--- config.mk ---
export PLATFORM = sky130hd
export DESIGN_NAME = json_string_escape_utf8_sanitize_unit
export DESIGN_NICKNAME = d
export VERILOG_FILES = /design/src/jse_pkg.sv /design/src/jse_front.sv /design/src/jse_cmd_fifo.sv /design/src/jse_back.sv /design/src/json_string_escape_utf8_sanitize_unit.sv
export SDC_FILE = /design/constraint.sdc
export NUM_CORES = 1
export LEC_CHECK = 0
export BUFFER_PORTS_ARGS = -buffer_cell sky130_fd_sc_hd__buf_2
export CAP_MARGIN = 30
export CORE_MARGIN = 5
export CORE_UTILIZATION = 45
export CTS_CLUSTER_SIZE = 12
export DETAILED_ROUTE_END_ITERATION = 12
export PLACE_DENSITY = 0.65
export SKIP_LAST_GASP = 1
export SYNTH_ARGS = -nofsm -noshare
export SYNTH_HDL_FRONTEND = slang
export SYNTH_SLANG_ARGS = --single-unit
--- constraint.sdc ---
create_clock -name clk -period 5.1 [get_ports clk]
set_clock_uncertainty 0.05 [all_clocks]
set_input_delay 1.02 -clock clk [delete_from_list [all_inputs] [get_ports clk]]
set_output_delay 1.02 -clock clk [all_outputs]
set_load 0.005 [all_outputs]
--- src/jse_pkg.sv ---
// jse_pkg: shared types, constants and byte helpers of the json string escape unit
// no dependencies; imported by jse_front, jse_cmd_fifo, jse_back and the top level
package jse_pkg;

	localparam logic [7:0] ChNul    = 8'h00;
	localparam logic [7:0] ChBs     = 8'h08;
	localparam logic [7:0] ChTab    = 8'h09;
	localparam logic [7:0] ChLf     = 8'h0A;
	localparam logic [7:0] ChFf     = 8'h0C;
	localparam logic [7:0] ChCr     = 8'h0D;
	localparam logic [7:0] ChQuote  = 8'h22;
	localparam logic [7:0] ChBslash = 8'h5C;
	localparam logic [7:0] ChZero   = 8'h30;
	localparam logic [7:0] ChU      = 8'h75;
	localparam logic [7:0] ChSpace  = 8'h20;
	localparam logic [7:0] ChHigh   = 8'h80;
	localparam logic [7:0] LeadMin2 = 8'hC2;
	localparam logic [7:0] LeadMin3 = 8'hE0;
	localparam logic [7:0] LeadMin4 = 8'hF0;
	localparam logic [7:0] LeadEnd  = 8'hF5;
	localparam logic [7:0] Repl0    = 8'hEF;
	localparam logic [7:0] Repl1    = 8'hBF;
	localparam logic [7:0] Repl2    = 8'hBD;

	localparam logic [20:0] CpMin3   = 21'h000800;
	localparam logic [20:0] SurLo    = 21'h00D800;
	localparam logic [20:0] SurHi    = 21'h00DFFF;
	localparam logic [20:0] CpMin4   = 21'h010000;
	localparam logic [20:0] CpMax    = 21'h10FFFF;

	localparam int unsigned CmdDepth = 4;
	localparam int unsigned CmdPtrW  = $clog2(CmdDepth);
	localparam int unsigned CmdCntW  = $clog2(CmdDepth + 1);

	// what the byte itself turns into once any held bytes are dealt with
	typedef enum logic [2:0] {
		FR_NONE,
		FR_CLOSE,
		FR_ESC,
		FR_UHEX,
		FR_LIT,
		FR_REPL
	} fresh_t;

	typedef enum logic [1:0] {
		PH_OPEN,
		PH_REPL,
		PH_PASS,
		PH_FRESH
	} phase_t;

	// one entry of the command queue: all output of one accepted request
	typedef struct packed {
		logic            open;
		logic [1:0]      nrepl;
		logic [2:0]      npass;
		logic [2:0][7:0] held;
		logic [7:0]      c;
		fresh_t          kind;
	} cmd_t;

	typedef struct packed {
		logic   found;
		phase_t ph;
	} seg_t;

	function automatic fresh_t classify(input logic [7:0] c);
		fresh_t k;
		case (c)
			ChNul: k = FR_CLOSE;
			ChQuote, ChBslash, ChLf, ChCr, ChTab, ChBs, ChFf: k = FR_ESC;
			default: begin
				if (c < ChSpace) k = FR_UHEX;
				else if (c < ChHigh) k = FR_LIT;
				else if (c < LeadMin2) k = FR_REPL;
				else if (c < LeadEnd) k = FR_NONE;
				else k = FR_REPL;
			end
		endcase
		return k;
	endfunction

	function automatic logic [7:0] esc_char(input logic [7:0] c);
		logic [7:0] r;
		case (c)
			ChLf: r = 8'h6E;
			ChCr: r = 8'h72;
			ChTab: r = 8'h74;
			ChBs: r = 8'h62;
			ChFf: r = 8'h66;
			default: r = c;
		endcase
		return r;
	endfunction

	function automatic logic [7:0] hex_digit(input logic [3:0] n);
		logic [7:0] r;
		if (n < 4'd10) r = ChZero + {4'd0, n};
		else r = 8'h57 + {4'd0, n};
		return r;
	endfunction

	function automatic logic [2:0] fresh_len(input fresh_t k);
		logic [2:0] r;
		case (k)
			FR_CLOSE: r = 3'd1;
			FR_LIT: r = 3'd1;
			FR_ESC: r = 3'd2;
			FR_REPL: r = 3'd3;
			FR_UHEX: r = 3'd6;
			default: r = 3'd0;
		endcase
		return r;
	endfunction

	// first non-empty segment of cmd that follows segment ph
	function automatic seg_t next_after(input cmd_t cmd, input phase_t ph);
		seg_t   s;
		logic   has_repl;
		logic   has_pass;
		logic   has_fresh;
		has_repl  = (cmd.nrepl != 2'd0);
		has_pass  = (cmd.npass != 3'd0);
		has_fresh = (cmd.kind != FR_NONE);
		s.found = 1'b0;
		s.ph    = PH_FRESH;
		case (ph)
			PH_OPEN: begin
				if (has_repl) begin
					s.found = 1'b1;
					s.ph    = PH_REPL;
				end else if (has_pass) begin
					s.found = 1'b1;
					s.ph    = PH_PASS;
				end else if (has_fresh) begin
					s.found = 1'b1;
					s.ph    = PH_FRESH;
				end
			end
			PH_REPL: begin
				if (has_pass) begin
					s.found = 1'b1;
					s.ph    = PH_PASS;
				end else if (has_fresh) begin
					s.found = 1'b1;
					s.ph    = PH_FRESH;
				end
			end
			PH_PASS: begin
				if (has_fresh) begin
					s.found = 1'b1;
					s.ph    = PH_FRESH;
				end
			end
			default: s.found = 1'b0;
		endcase
		return s;
	endfunction

endpackage

--- src/jse_front.sv ---
// jse_front: accepts string bytes, tracks utf-8 sequence state, issues at most one command per byte
// depends on jse_pkg
module jse_front (
	input  logic          clk,
	input  logic          arst_n,
	input  logic          accept,
	input  logic [7:0]    data_byte,
	output logic          cmd_push,
	output jse_pkg::cmd_t cmd
);
	import jse_pkg::*;

	logic            opened_q;
	logic [1:0]      held_count_q;
	logic [2:0]      seq_len_q;
	logic [20:0]     code_acc_q;
	logic [2:0][7:0] held_q;

	logic [1:0]  n_held_count;
	logic [2:0]  n_seq_len;
	logic [20:0] n_code_acc;
	logic        wr_en;
	logic [1:0]  wr_idx;
	logic        do_fresh;
	logic        is_cont;
	logic [20:0] cp;
	logic        seq_ok;
	fresh_t      kind;

	assign is_cont = (data_byte[7:6] == 2'b10);
	assign cp      = {code_acc_q[14:0], data_byte[5:0]};
	assign kind    = classify(data_byte);

	always_comb begin
		seq_ok = 1'b1;
		if (seq_len_q == 3'd3 && (cp < CpMin3 || (cp >= SurLo && cp <= SurHi))) seq_ok = 1'b0;
		if (seq_len_q == 3'd4 && (cp < CpMin4 || cp > CpMax)) seq_ok = 1'b0;
	end

	always_comb begin
		cmd          = '0;
		cmd.open     = !opened_q;
		cmd.held     = held_q;
		cmd.c        = data_byte;
		cmd.kind     = FR_NONE;
		n_held_count = held_count_q;
		n_seq_len    = seq_len_q;
		n_code_acc   = code_acc_q;
		wr_en        = 1'b0;
		wr_idx       = held_count_q;
		do_fresh     = 1'b0;
		if (held_count_q != 2'd0 && is_cont) begin
			if (({1'b0, held_count_q} + 3'd1) >= seq_len_q) begin
				n_held_count = 2'd0;
				n_seq_len    = 3'd0;
				n_code_acc   = '0;
				if (seq_ok) begin
					cmd.npass = {1'b0, held_count_q} + 3'd1;
				end else begin
					cmd.nrepl = held_count_q;
					do_fresh  = 1'b1;
				end
			end else begin
				wr_en        = 1'b1;
				n_held_count = held_count_q + 2'd1;
				n_code_acc   = cp;
			end
		end else begin
			// a broken sequence flushes its held bytes before the byte is handled
			cmd.nrepl    = held_count_q;
			n_held_count = 2'd0;
			n_seq_len    = 3'd0;
			n_code_acc   = '0;
			do_fresh     = 1'b1;
		end
		if (do_fresh) begin
			cmd.kind = kind;
			if (data_byte >= LeadMin2 && data_byte < LeadEnd) begin
				wr_en        = 1'b1;
				wr_idx       = 2'd0;
				n_held_count = 2'd1;
				if (data_byte < LeadMin3) begin
					n_seq_len  = 3'd2;
					n_code_acc = {16'd0, data_byte[4:0]};
				end else if (data_byte < LeadMin4) begin
					n_seq_len  = 3'd3;
					n_code_acc = {17'd0, data_byte[3:0]};
				end else begin
					n_seq_len  = 3'd4;
					n_code_acc = {18'd0, data_byte[2:0]};
				end
			end
		end
	end

	assign cmd_push = accept && (cmd.open || cmd.nrepl != 2'd0 || cmd.npass != 3'd0
		|| cmd.kind != FR_NONE);

	always_ff @(posedge clk or negedge arst_n) begin
		if (!arst_n) begin
			opened_q     <= 1'b0;
			held_count_q <= 2'd0;
			seq_len_q    <= 3'd0;
			code_acc_q   <= '0;
		end else if (accept) begin
			opened_q     <= (data_byte != ChNul);
			held_count_q <= n_held_count;
			seq_len_q    <= n_seq_len;
			code_acc_q   <= n_code_acc;
		end
	end

	always_ff @(posedge clk) begin
		if (accept && wr_en) begin
			held_q[wr_idx] <= data_byte;
		end
	end

	a_held_open: assert property (@(posedge clk) disable iff (!arst_n)
		held_count_q != 2'd0 |-> opened_q)
		else $error("bytes held outside an open string");

	a_held_len: assert property (@(posedge clk) disable iff (!arst_n)
		held_count_q != 2'd0 |-> ({1'b0, held_count_q} < seq_len_q))
		else $error("held count reached sequence length");

	a_silent_hold: assert property (@(posedge clk) disable iff (!arst_n)
		accept && !cmd_push |=> held_count_q != 2'd0)
		else $error("silent request left nothing held");

endmodule

--- src/jse_cmd_fifo.sv ---
// jse_cmd_fifo: short command queue between front and back
// depends on jse_pkg (cmd_t, CmdDepth)
module jse_cmd_fifo (
	input  logic          clk,
	input  logic          arst_n,
	input  logic          wr_en,
	input  jse_pkg::cmd_t wr_data,
	output logic          full,
	input  logic          rd_en,
	output logic          rd_valid,
	output jse_pkg::cmd_t rd_data
);
	import jse_pkg::*;

	cmd_t               mem_q [CmdDepth];
	logic [CmdPtrW-1:0] wr_ptr_q;
	logic [CmdPtrW-1:0] rd_ptr_q;
	logic [CmdCntW-1:0] count_q;
	logic               do_wr;
	logic               do_rd;

	assign full     = (count_q == CmdCntW'(CmdDepth));
	assign rd_valid = (count_q != '0);
	assign rd_data  = mem_q[rd_ptr_q];
	assign do_wr    = wr_en && !full;
	assign do_rd    = rd_en && rd_valid;

	always_ff @(posedge clk or negedge arst_n) begin
		if (!arst_n) begin
			wr_ptr_q <= '0;
			rd_ptr_q <= '0;
			count_q  <= '0;
		end else begin
			if (do_wr) wr_ptr_q <= wr_ptr_q + 1'b1;
			if (do_rd) rd_ptr_q <= rd_ptr_q + 1'b1;
			if (do_wr && !do_rd) count_q <= count_q + 1'b1;
			else if (do_rd && !do_wr) count_q <= count_q - 1'b1;
		end
	end

	always_ff @(posedge clk) begin
		if (do_wr) begin
			mem_q[wr_ptr_q] <= wr_data;
		end
	end

endmodule

--- src/jse_back.sv ---
// jse_back: expands queued cmds to escaped bytes, one per cycle while popped
// depends on jse_pkg (cmd_t, phase_t, byte helpers)
module jse_back (
	input  logic          clk,
	input  logic          arst_n,
	input  logic          cmd_valid,
	input  jse_pkg::cmd_t cmd,
	output logic          cmd_pop,
	output logic          empty,
	input  logic          pop,
	output logic [7:0]    out_byte,
	output logic          run_last
);
	import jse_pkg::*;

	phase_t     phase_q;
	logic [2:0] sub_q;
	logic [1:0] rep_q;
	logic       started_q;
	logic       out_valid_q;
	logic [7:0] out_byte_q;
	logic       out_last_q;

	seg_t       first_seg;
	seg_t       after_seg;
	phase_t     cur_ph;
	logic [2:0] cur_sub;
	logic [1:0] cur_rep;
	phase_t     n_ph;
	logic [2:0] n_sub;
	logic [1:0] n_rep;
	logic       seg_end;
	logic       last;
	logic [7:0] byte_d;
	logic       advance;

	assign first_seg = cmd.open ? seg_t'{found: 1'b1, ph: PH_OPEN} : next_after(cmd, PH_OPEN);
	assign cur_ph    = started_q ? phase_q : first_seg.ph;
	assign cur_sub   = started_q ? sub_q : 3'd0;
	assign cur_rep   = started_q ? rep_q : 2'd0;
	assign after_seg = next_after(cmd, cur_ph);

	// next position within the command
	always_comb begin
		seg_end = 1'b0;
		n_ph    = cur_ph;
		n_sub   = cur_sub + 3'd1;
		n_rep   = cur_rep;
		case (cur_ph)
			PH_OPEN: seg_end = 1'b1;
			PH_REPL: begin
				if (cur_sub == 3'd2) begin
					n_sub = 3'd0;
					n_rep = cur_rep + 2'd1;
					seg_end = (cur_rep == cmd.nrepl - 2'd1);
				end
			end
			PH_PASS: seg_end = (cur_sub == cmd.npass - 3'd1);
			PH_FRESH: seg_end = (cur_sub == fresh_len(cmd.kind) - 3'd1);
			default: seg_end = 1'b1;
		endcase
		if (seg_end) begin
			n_ph  = after_seg.ph;
			n_sub = 3'd0;
			n_rep = 2'd0;
		end
		last = seg_end && !after_seg.found;
	end

	// byte at the current position
	always_comb begin
		byte_d = ChQuote;
		case (cur_ph)
			PH_OPEN: byte_d = ChQuote;
			PH_REPL: begin
				case (cur_sub)
					3'd0: byte_d = Repl0;
					3'd1: byte_d = Repl1;
					default: byte_d = Repl2;
				endcase
			end
			PH_PASS: byte_d = (cur_sub < cmd.npass - 3'd1) ? cmd.held[cur_sub[1:0]] : cmd.c;
			PH_FRESH: begin
				case (cmd.kind)
					FR_CLOSE: byte_d = ChQuote;
					FR_LIT: byte_d = cmd.c;
					FR_ESC: byte_d = (cur_sub == 3'd0) ? ChBslash : esc_char(cmd.c);
					FR_REPL: begin
						case (cur_sub)
							3'd0: byte_d = Repl0;
							3'd1: byte_d = Repl1;
							default: byte_d = Repl2;
						endcase
					end
					FR_UHEX: begin
						case (cur_sub)
							3'd0: byte_d = ChBslash;
							3'd1: byte_d = ChU;
							3'd2, 3'd3: byte_d = ChZero;
							3'd4: byte_d = hex_digit(cmd.c[7:4]);
							default: byte_d = hex_digit(cmd.c[3:0]);
						endcase
					end
					default: byte_d = ChQuote;
				endcase
			end
			default: byte_d = ChQuote;
		endcase
	end

	assign advance = cmd_valid && (!out_valid_q || pop);
	assign cmd_pop = advance && last;

	always_ff @(posedge clk or negedge arst_n) begin
		if (!arst_n) begin
			phase_q     <= PH_OPEN;
			sub_q       <= 3'd0;
			rep_q       <= 2'd0;
			started_q   <= 1'b0;
			out_valid_q <= 1'b0;
		end else begin
			if (advance) begin
				out_valid_q <= 1'b1;
				started_q   <= !last;
				phase_q     <= n_ph;
				sub_q       <= n_sub;
				rep_q       <= n_rep;
			end else if (pop) begin
				out_valid_q <= 1'b0;
			end
		end
	end

	always_ff @(posedge clk) begin
		if (advance) begin
			out_byte_q <= byte_d;
			out_last_q <= last;
		end
	end

	assign empty    = !out_valid_q;
	assign out_byte = out_byte_q;
	assign run_last = out_last_q;

	a_start_next: assert property (@(posedge clk) disable iff (!arst_n)
		advance && !last |=> started_q)
		else $error("command dropped before its last byte");

	a_head_held: assert property (@(posedge clk) disable iff (!arst_n)
		started_q |-> cmd_valid)
		else $error("command in progress left the queue");

	a_out_hold: assert property (@(posedge clk) disable iff (!arst_n)
		out_valid_q && !pop |=> out_valid_q && $stable(out_byte_q) && $stable(out_last_q))
		else $error("waiting output byte changed");

endmodule

--- src/json_string_escape_utf8_sanitize_unit.sv ---
// json string escaper with utf-8 sanitizing: one string byte per request in, escaped bytes out
// path: a request is queued as a command, then its bytes leave via the output register
// throughput: one byte out per cycle while popped; a k-byte request holds the back until done,
// so plain text sustains one request per cycle and the 4-entry command queue absorbs expansions
// reset (arst_n low): string closed, nothing held, command queue and output register empty
// depends on jse_pkg, jse_front, jse_cmd_fifo, jse_back
module json_string_escape_utf8_sanitize_unit (
	input  logic       clk,
	input  logic       arst_n,
	input  logic       push,
	output logic       full,
	input  logic [7:0] data_byte,
	output logic       empty,
	input  logic       pop,
	output logic [7:0] out_byte,
	output logic       run_last
);
	import jse_pkg::*;

	logic accept;
	logic cmd_push;
	cmd_t cmd_in;
	logic cmd_valid;
	cmd_t cmd_head;
	logic cmd_pop;

	assign accept = push && !full;

	jse_front u_front (
		.clk       (clk),
		.arst_n    (arst_n),
		.accept    (accept),
		.data_byte (data_byte),
		.cmd_push  (cmd_push),
		.cmd       (cmd_in)
	);

	jse_cmd_fifo u_fifo (
		.clk      (clk),
		.arst_n   (arst_n),
		.wr_en    (cmd_push),
		.wr_data  (cmd_in),
		.full     (full),
		.rd_en    (cmd_pop),
		.rd_valid (cmd_valid),
		.rd_data  (cmd_head)
	);

	jse_back u_back (
		.clk       (clk),
		.arst_n    (arst_n),
		.cmd_valid (cmd_valid),
		.cmd       (cmd_head),
		.cmd_pop   (cmd_pop),
		.empty     (empty),
		.pop       (pop),
		.out_byte  (out_byte),
		.run_last  (run_last)
	);

endmodule
Word-level counts from Yosys, hierarchy flattened
Memory sizes are Yosys's and may differ from the RTL's.
Index checks and enable logic that the tools add are counted.
Operators by class
  add/sub/neg operators: 15
  magnitude comparators: 19
  eq/ne operators: 31
  muxes and demuxes: 78
  reductions and logical operators: 46
Operators by type and width (count)
  $pmux W8 S4: 3
  $eq A8 B4 Y1 const B: 10
  $mux W15: 5
  $mux W3: 23
  $mux W8: 6
  $lt A8 B8 Y1 const B: 5
  $pmux W8 S5: 1
  $mux W2: 15
  $bwmux W24: 1
  $ge A21 B16 Y1 const B: 1
  $gt A21 B21 Y1 const B: 1
  $le A21 B16 Y1 const B: 1
  $lt A21 B12 Y1 const B: 1
  $lt A21 B17 Y1 const B: 1
  $add A7 B4 Y8 const A: 2
  $bmux W8 S2: 1
  $demux W8 S2: 1
  $logic_and A1 B1 Y1: 16
  $eq A3 B2 Y1 const B: 5
  $eq A3 B3 Y1 const B: 5
  $reduce_bool A3 Y1: 5
  $add A6 B4 Y7 const A: 2
  $mux W1: 14
  $pmux W7 S2: 1
  other kinds (35): 63
Word-level totals
  bits in registers: 70
  RAM bits: 164
  input port bits: 12
  output and inout port bits: 11
  logic and storage cells: 207
  memories: 1
Memory list
  u_fifo.mem_q: words 4, bits a word 41, read ports 1, clocked after Yosys merged registers in 0, write ports 1, RTL line jse_cmd_fifo.sv:15  | cmd_t mem_q [CmdDepth];

Depth between registers and ports, before layout
  word-level depth: 19
  depth in mapped cells: 19
  mapped depth without buffers: 15

Modules after synthesis
Synthesis repeated with hierarchy kept, for this count alone.
Unflattened totals
  cells, all modules: 687
  area total of the unflattened synthesis: 10675.2 um^2
By module, submodules not included
  jse_cmd_fifo: instances 1, cells an instance 250, area each 6396.1 um^2, seq. area each 5099.9 um^2
  jse_back: instances 1, cells an instance 264, area each 2212.1 um^2, seq. area each 495.5 um^2
  jse_front: instances 1, cells an instance 172, area each 2053.2 um^2, seq. area each 1246.2 um^2
  json_string_escape_utf8_sanitize_unit: instances 1, cells an instance 1, area each 13.8 um^2, seq. area each 0.0 um^2

Worst setup path before layout
Ideal clock, no wire load.
  path type: input port to flip-flop
  start point: input data_byte[4]
  end point: memory u_fifo.mem_q[0][0] (netlist name) (enable)
  data arrival time: 4199 ps
  data required time: 4610 ps
  slack: 412 ps
  stages: 6
  cell sequence: or4_1 -> o211ai_1 -> o32ai_1 -> a211oi_1 -> o41ai_4 -> nor2_1
On the way
  cells in the longest elaborated chain, start to end: 17
  elaborated cells on any way between the ends: 49
  classes of those cells: order compare: 9; eq/ne: 7; mux: 18; reduce/logical: 15
RTL lines
  start, declared: RTL line json_string_escape_utf8_sanitize_unit.sv:12  | input logic [7:0] data_byte,
  $ge A21 B16 Y1 / $le A21 B16 Y1 (equally long branches): RTL line jse_front.sv:36  | if (seq_len_q == 3'd3 && (cp < CpMin3 || (cp >= SurLo && cp <= SurHi))) seq_ok = 1'b0;
  $logic_and A1 B1 Y1: RTL line jse_front.sv:36
  $logic_or A1 B1 Y1: RTL line jse_front.sv:36
  $logic_and A1 B1 Y1: RTL line jse_front.sv:36
  $mux W1: RTL line jse_front.sv:36
  $mux W1: RTL line jse_front.sv:37  | if (seq_len_q == 3'd4 && (cp < CpMin4 || cp > CpMax)) seq_ok = 1'b0;
  $mux W2: RTL line jse_front.sv:57  | if (seq_ok) begin
  $mux W5: RTL line jse_front.sv:53  | if (({1'b0, held_count_q} + 3'd1) >= seq_len_q) begin
  $mux W2: RTL line jse_front.sv:52  | if (held_count_q != 2'd0 && is_cont) begin
  $reduce_bool A2 Y1: RTL line jse_front.sv:96  | assign cmd_push = accept && (cmd.open || cmd.nrepl != 2'd0 || cmd.npass != 3'd0
  $logic_or A1 B1 Y1 (2 in a row): RTL line jse_front.sv:96
  $logic_or A1 B1 Y1 *: RTL line jse_front.sv:97  | || cmd.kind != FR_NONE);
  $logic_and A1 B1 Y1 *: RTL line jse_front.sv:96
  $logic_and A1 B1 Y1 *: RTL line jse_cmd_fifo.sv:25  | assign do_wr = wr_en && !full;
  $mux W1 *: RTL line jse_cmd_fifo.sv:42  | if (do_wr) begin
  $mux W1 (implied by the code) *: RTL line jse_cmd_fifo.sv:43  | mem_q[wr_ptr_q] <= wr_data;
  end, declared: RTL line jse_cmd_fifo.sv:15
Every way passes the cells marked *; elsewhere a longest branch is shown, timed or not.

Worst setup path in the final report
  start point: register u_fifo.rd_ptr_q[0]
  end point: register u_fifo.count_q[2]
On the way
  cells in the longest elaborated chain, start to end: 15
  elaborated cells on any way between the ends: 39
  classes of those cells: add/sub: 3; eq/ne: 11; mux: 11; reduce/logical: 13; memory: 1
RTL lines
  start, declared: RTL line jse_cmd_fifo.sv:17  | logic [CmdPtrW-1:0] rd_ptr_q;
  start signal, assigned: RTL line jse_cmd_fifo.sv:35  | if (do_rd) rd_ptr_q <= rd_ptr_q + 1'b1;
  $mem_v2 Z4 W41 *
  branches (longest 8 deep; another with $sub A3 B1 Y3)
  $logic_and A1 B1 Y1 *: RTL line jse_back.sv:67  | last = seg_end && !after_seg.found;
  $logic_and A1 B1 Y1 *: RTL line jse_back.sv:112  | assign cmd_pop = advance && last;
  $logic_and A1 B1 Y1 *: RTL line jse_cmd_fifo.sv:26  | assign do_rd = rd_en && rd_valid;
  $logic_not A1 Y1: RTL line jse_cmd_fifo.sv:36  | if (do_wr && !do_rd) count_q <= count_q + 1'b1;
  $logic_and A1 B1 Y1: RTL line jse_cmd_fifo.sv:36
  $mux W3 / $reduce_bool A2 Y1 (equally long branches)
  end signal, assigned: RTL line jse_cmd_fifo.sv:36
  end signal, assigned: RTL line jse_cmd_fifo.sv:37  | else if (do_rd && !do_wr) count_q <= count_q - 1'b1;
  end, declared: RTL line jse_cmd_fifo.sv:18  | logic [CmdCntW-1:0] count_q;
Mark *: on every way between the ends. The select of a mux whose other input is x is not followed.
A chain may end at the register's enable or synchronous reset.

==> reports/qor.yml <==
run_status: "complete, no violations"
cts_tree: "built"
synthXorXnorAreaFrac_pct: 0.8194
crit_fanout: 11
dieArea_um2: 26940
grt_max_degree: 42
via_per_inst: 5.865
area_delta_synth_final_pct: 12.17
antenna_found_initial: 0
ioPinCount: 23
dr.pass1.iters: 5
post-dp-hpwl_mm: 15.81
cts_buffers: 25
hp-class: "input pin to async pin"
period_share_pct: 88.52
synth_top_family_by_area: "compound AO/OA/AOI/OAI gates"
synth-seq-cells: 234
gr-usage-all-layers_pct: 17.80
cts.sinks: 234
setup_viol: 0
netlist_instances: 735
drc: 0
synth_fa_ha_area_share_pct: 3.348
peakVddDrop_uv: 270.9
leakagePower_nw: 4.204
fmax_mhz: 221.5
hold_viol: 0
clock_latency_ns: 0.52
ys_seq_area_share_pct: 64.01
dieHeight_um: 164.1
place.port_buffers: 22
synthMuxAreaShare_pct: 9.458
post-cts-setup-buffers: 0
critPathLaunchType: "flop"
ant_nets: 0
synth_fp_nets: 775
yosys.area_share.simple_pct: 8.287
wirelength_mm: 23.39
avgSynthCellArea_um2: 14.54
gp_congestion: 0.9206
row_count: 56
drtIter0Drc: 500
cp-end-kind: "flop"
synthFlopType: "edfxtp_1"
clock_path_buffers: 3
n_antenna_cell: 0
root_buffer: "clkbuf_16"
synth_compound_area_share_pct: 11.20
placed_cells: 1060
netlist_area_um2: 10690
slew_viol_final: 0
cp.arrival_ns: 4.90
ctsHoldBuffers: 0
grt_pass1_vias: 6579
max_cap_viol_count: 0
coreArea_um2: 23400
grt_pass1_wl_mm: 37.27
vias: 6457
worst_pin_slew_ns: 0.9457
fp.dieW_um: 164.1
tns_ns: 0
clkTransAtPathRegs_ns: 0.06
wl_per_cell_um: 21.25
period_minus_slack_ns: 4.515
initial_core_util_pct: 45.67
power.density_nw_per_um2: 581.1
crit_type: "flop to flop"
cp.required_ns: 5.49
ys_types: 77
drive_gt1_share_pct: 16.24
slew-limit-headroom_pct: 36.41
final_cells: 1101
synth_edf_count: 197
synth-async-reset-ratio_pct: 15.81
cts_resized: 0
yosys_warnings: 0
rsz0062_at_grt: "false"
grt.overflow.total: 0
layout.nets: 809
htreeDepth: 1
## cells by family (layout without fill, tap and decap cells)
| kind of cell | after synthesis | in the layout |
|---|---|---|
| adders and majority gates | 28 | 28 |
| buffers and inverters | 74 | 121 |
| DFF | 234 | 234 |
| and+or+nand+nor | 174 | 174 |
| xor gates and xnor gates | 10 | 10 |
| muxes | 46 | 46 |
| AOI/OAI and AO/OA | 169 | 169 |
## worst paths after layout
path	cells past startpoint	startpoint	slack, ns	endpoint
min reg2reg	1	u_fifo.count_q[2]$_DFFE_PN0P_	0.44	u_fifo.count_q[2]$_DFFE_PN0P_
min	1	arst_n	0.24	u_back.out_valid_q$_DFFE_PN0P_
max	16	u_fifo.rd_ptr_q[0]$_DFFE_PN0P_	0.59	u_fifo.count_q[2]$_DFFE_PN0P_
max reg2reg	16	u_fifo.rd_ptr_q[0]$_DFFE_PN0P_	0.59	u_fifo.count_q[2]$_DFFE_PN0P_
min in group clk	1	u_fifo.count_q[2]$_DFFE_PN0P_	0.44	u_fifo.count_q[2]$_DFFE_PN0P_
max in group asynchronous	2	arst_n	4.36	u_fifo.rd_ptr_q[0]$_DFFE_PN0P_
## worst max-delay path: stages, from the launching register on
cell      delay [ns]
dfrtp_2         0.55
mux4_1          0.69
nor2b_1         0.18
buf_4           0.17
a21oi_1         0.14
ha_1            0.16
a21bo_2         0.23
and2_1          0.14
a221oi_1        0.34
o41ai_2         0.17
o21ai_0         0.40
ha_1            0.26
inv_1           0.07
fa_1            0.44
xor2_1          0.17
nor2_1          0.12
xor2_1          0.16
## through the flow
stage	hold slack, ns	util (%)	power [W]	setup WS [ns]	instance area [um2]
2_1_floorplan	0.3984	-	0.004545	0.4117	10690
3_3_place_gp	0.4169	47.89	0.005269	0.6721	11210
3_5_place_dp	0.4339	47.91	0.005323	0.5422	11210
4_1_cts	0.4444	51.15	0.007008	0.5534	11970
5_1_grt	0.2231	51.24	0.007385	0.08360	11990
6_report	0.2362	51.24	0.006967	0.5855	11990
## power by group
group / total (W) / switching (W) / internal [W] / leakage, nW
logic: 0.00261 / 0.00160 / 0.00102 / 1.56
clock network: 0.00167 / 0.000690 / 0.000984 / 0.370
registers: 0.00268 / 0.000179 / 0.00250 / 2.27
total: 0.00697 / 0.00247 / 0.00450 / 4.20
## layout make-up
cell class                 count  area (um2)
fill                        1942       11410
sequential                   234        6843
multi-input combinational    427        3582
clock buffer                  35       725.7
tap                          319       399.1
timing repair buffer          40       255.2
inverter                      41       153.9
clock inverter                 5       31.28
## routing by layer
| layer | track usage, % | part of all wire [%] | up-vias | wire, um |
|---|---|---|---|---|
| li1 | - | - | 2929 | - |
| met1 | 23.88 | 43 | 3293 | 9985 |
| met2 | 30.00 | 49 | 193 | 11530 |
| met3 | 2.861 | 5.7 | 42 | 1341 |
| met4 | 5.452 | 2.3 | 0 | 535 |
| met5 | 0 | 0 | - | 0 |
## layout by cell type (no fill, tap or decap), types with 4 or more instances in the layout
| cell | Yosys | layout |
|---|---|---|
| and3_1 | 4 | 4 |
| nor2_1 | 34 | 30 |
| clkbuf_16 | 0 | 27 |
| o211ai_1 | 5 | 5 |
| a22oi_1 | 10 | 10 |
| and2_1 | 4 | 4 |
| mux4_1 | 9 | 9 |
| nand3_1 | 9 | 9 |
| nor3_1 | 13 | 13 |
| buf_2 | 5 | 23 |
| a31oi_1 | 5 | 5 |
| a21oi_1 | 27 | 27 |
| nand2_1 | 54 | 54 |
| mux4_2 | 32 | 32 |
| ha_1 | 27 | 27 |
| dfrtp_1 | 37 | 36 |
| xnor2_1 | 8 | 8 |
| nor2_4 | 0 | 4 |
| a22o_1 | 6 | 6 |
| o21a_1 | 5 | 5 |
| inv_1 | 41 | 41 |
| clkbuf_1 | 24 | 6 |
| buf_4 | 0 | 16 |
| nand2b_1 | 9 | 9 |
| nor2b_1 | 16 | 16 |
| a211oi_1 | 5 | 5 |
| nor3b_1 | 5 | 5 |
| o31ai_1 | 7 | 7 |
| a221oi_1 | 6 | 6 |
| edfxtp_1 | 197 | 197 |
| o21ai_0 | 47 | 47 |
## synth_stat cells (3+ instances only)
cell / number / share of area [%]
mux2_2: 3 / 0.32
and3_1: 4 / 0.23
o21ai_0: 47 / 2.2
a211o_1: 3 / 0.25
and4_1: 3 / 0.25
a221oi_1: 6 / 0.49
a22o_1: 6 / 0.49
buf_2: 5 / 0.23
a21o_1: 3 / 0.21
nand2_1: 54 / 1.9
dfrtp_1: 37 / 8.7
and2_1: 4 / 0.23
nor4_1: 4 / 0.23
nor3b_1: 5 / 0.35
a211oi_1: 5 / 0.35
a31oi_1: 5 / 0.29
ha_1: 27 / 3.2
nand3_1: 9 / 0.42
a22oi_1: 10 / 0.70
nand3b_1: 3 / 0.21
a21oi_1: 27 / 1.3
nor3_1: 13 / 0.61
o32a_1: 3 / 0.28
edfxtp_1: 197 / 55
o21a_1: 5 / 0.35
nor2b_1: 16 / 0.94
o211ai_1: 5 / 0.35
o41ai_1: 3 / 0.25
mux4_2: 32 / 6.7
nand2b_1: 9 / 0.53
o31ai_1: 7 / 0.49
or2_2: 3 / 0.18
mux4_1: 9 / 2.2
nor2_1: 34 / 1.2
clkbuf_1: 24 / 0.84
xnor2_1: 8 / 0.66
inv_1: 41 / 1.4
a2bb2oi_1: 3 / 0.25
## registers in the layout (all words and copies together) (netlist names), 2 cells and up
register              cells
u_front.code_acc_q       15
u_fifo.mem_q            164
u_fifo.rd_ptr_q           2
u_back.phase_q            2
u_fifo.count_q            3
u_front.seq_len_q         3
u_back.out_byte           8
u_back.rep_q              2
u_back.sub_q              3
u_front.held_count_q      2
u_fifo.wr_ptr_q           2
u_front.cmd              24
No activity file was read; power rests on OpenSTA's default activity.
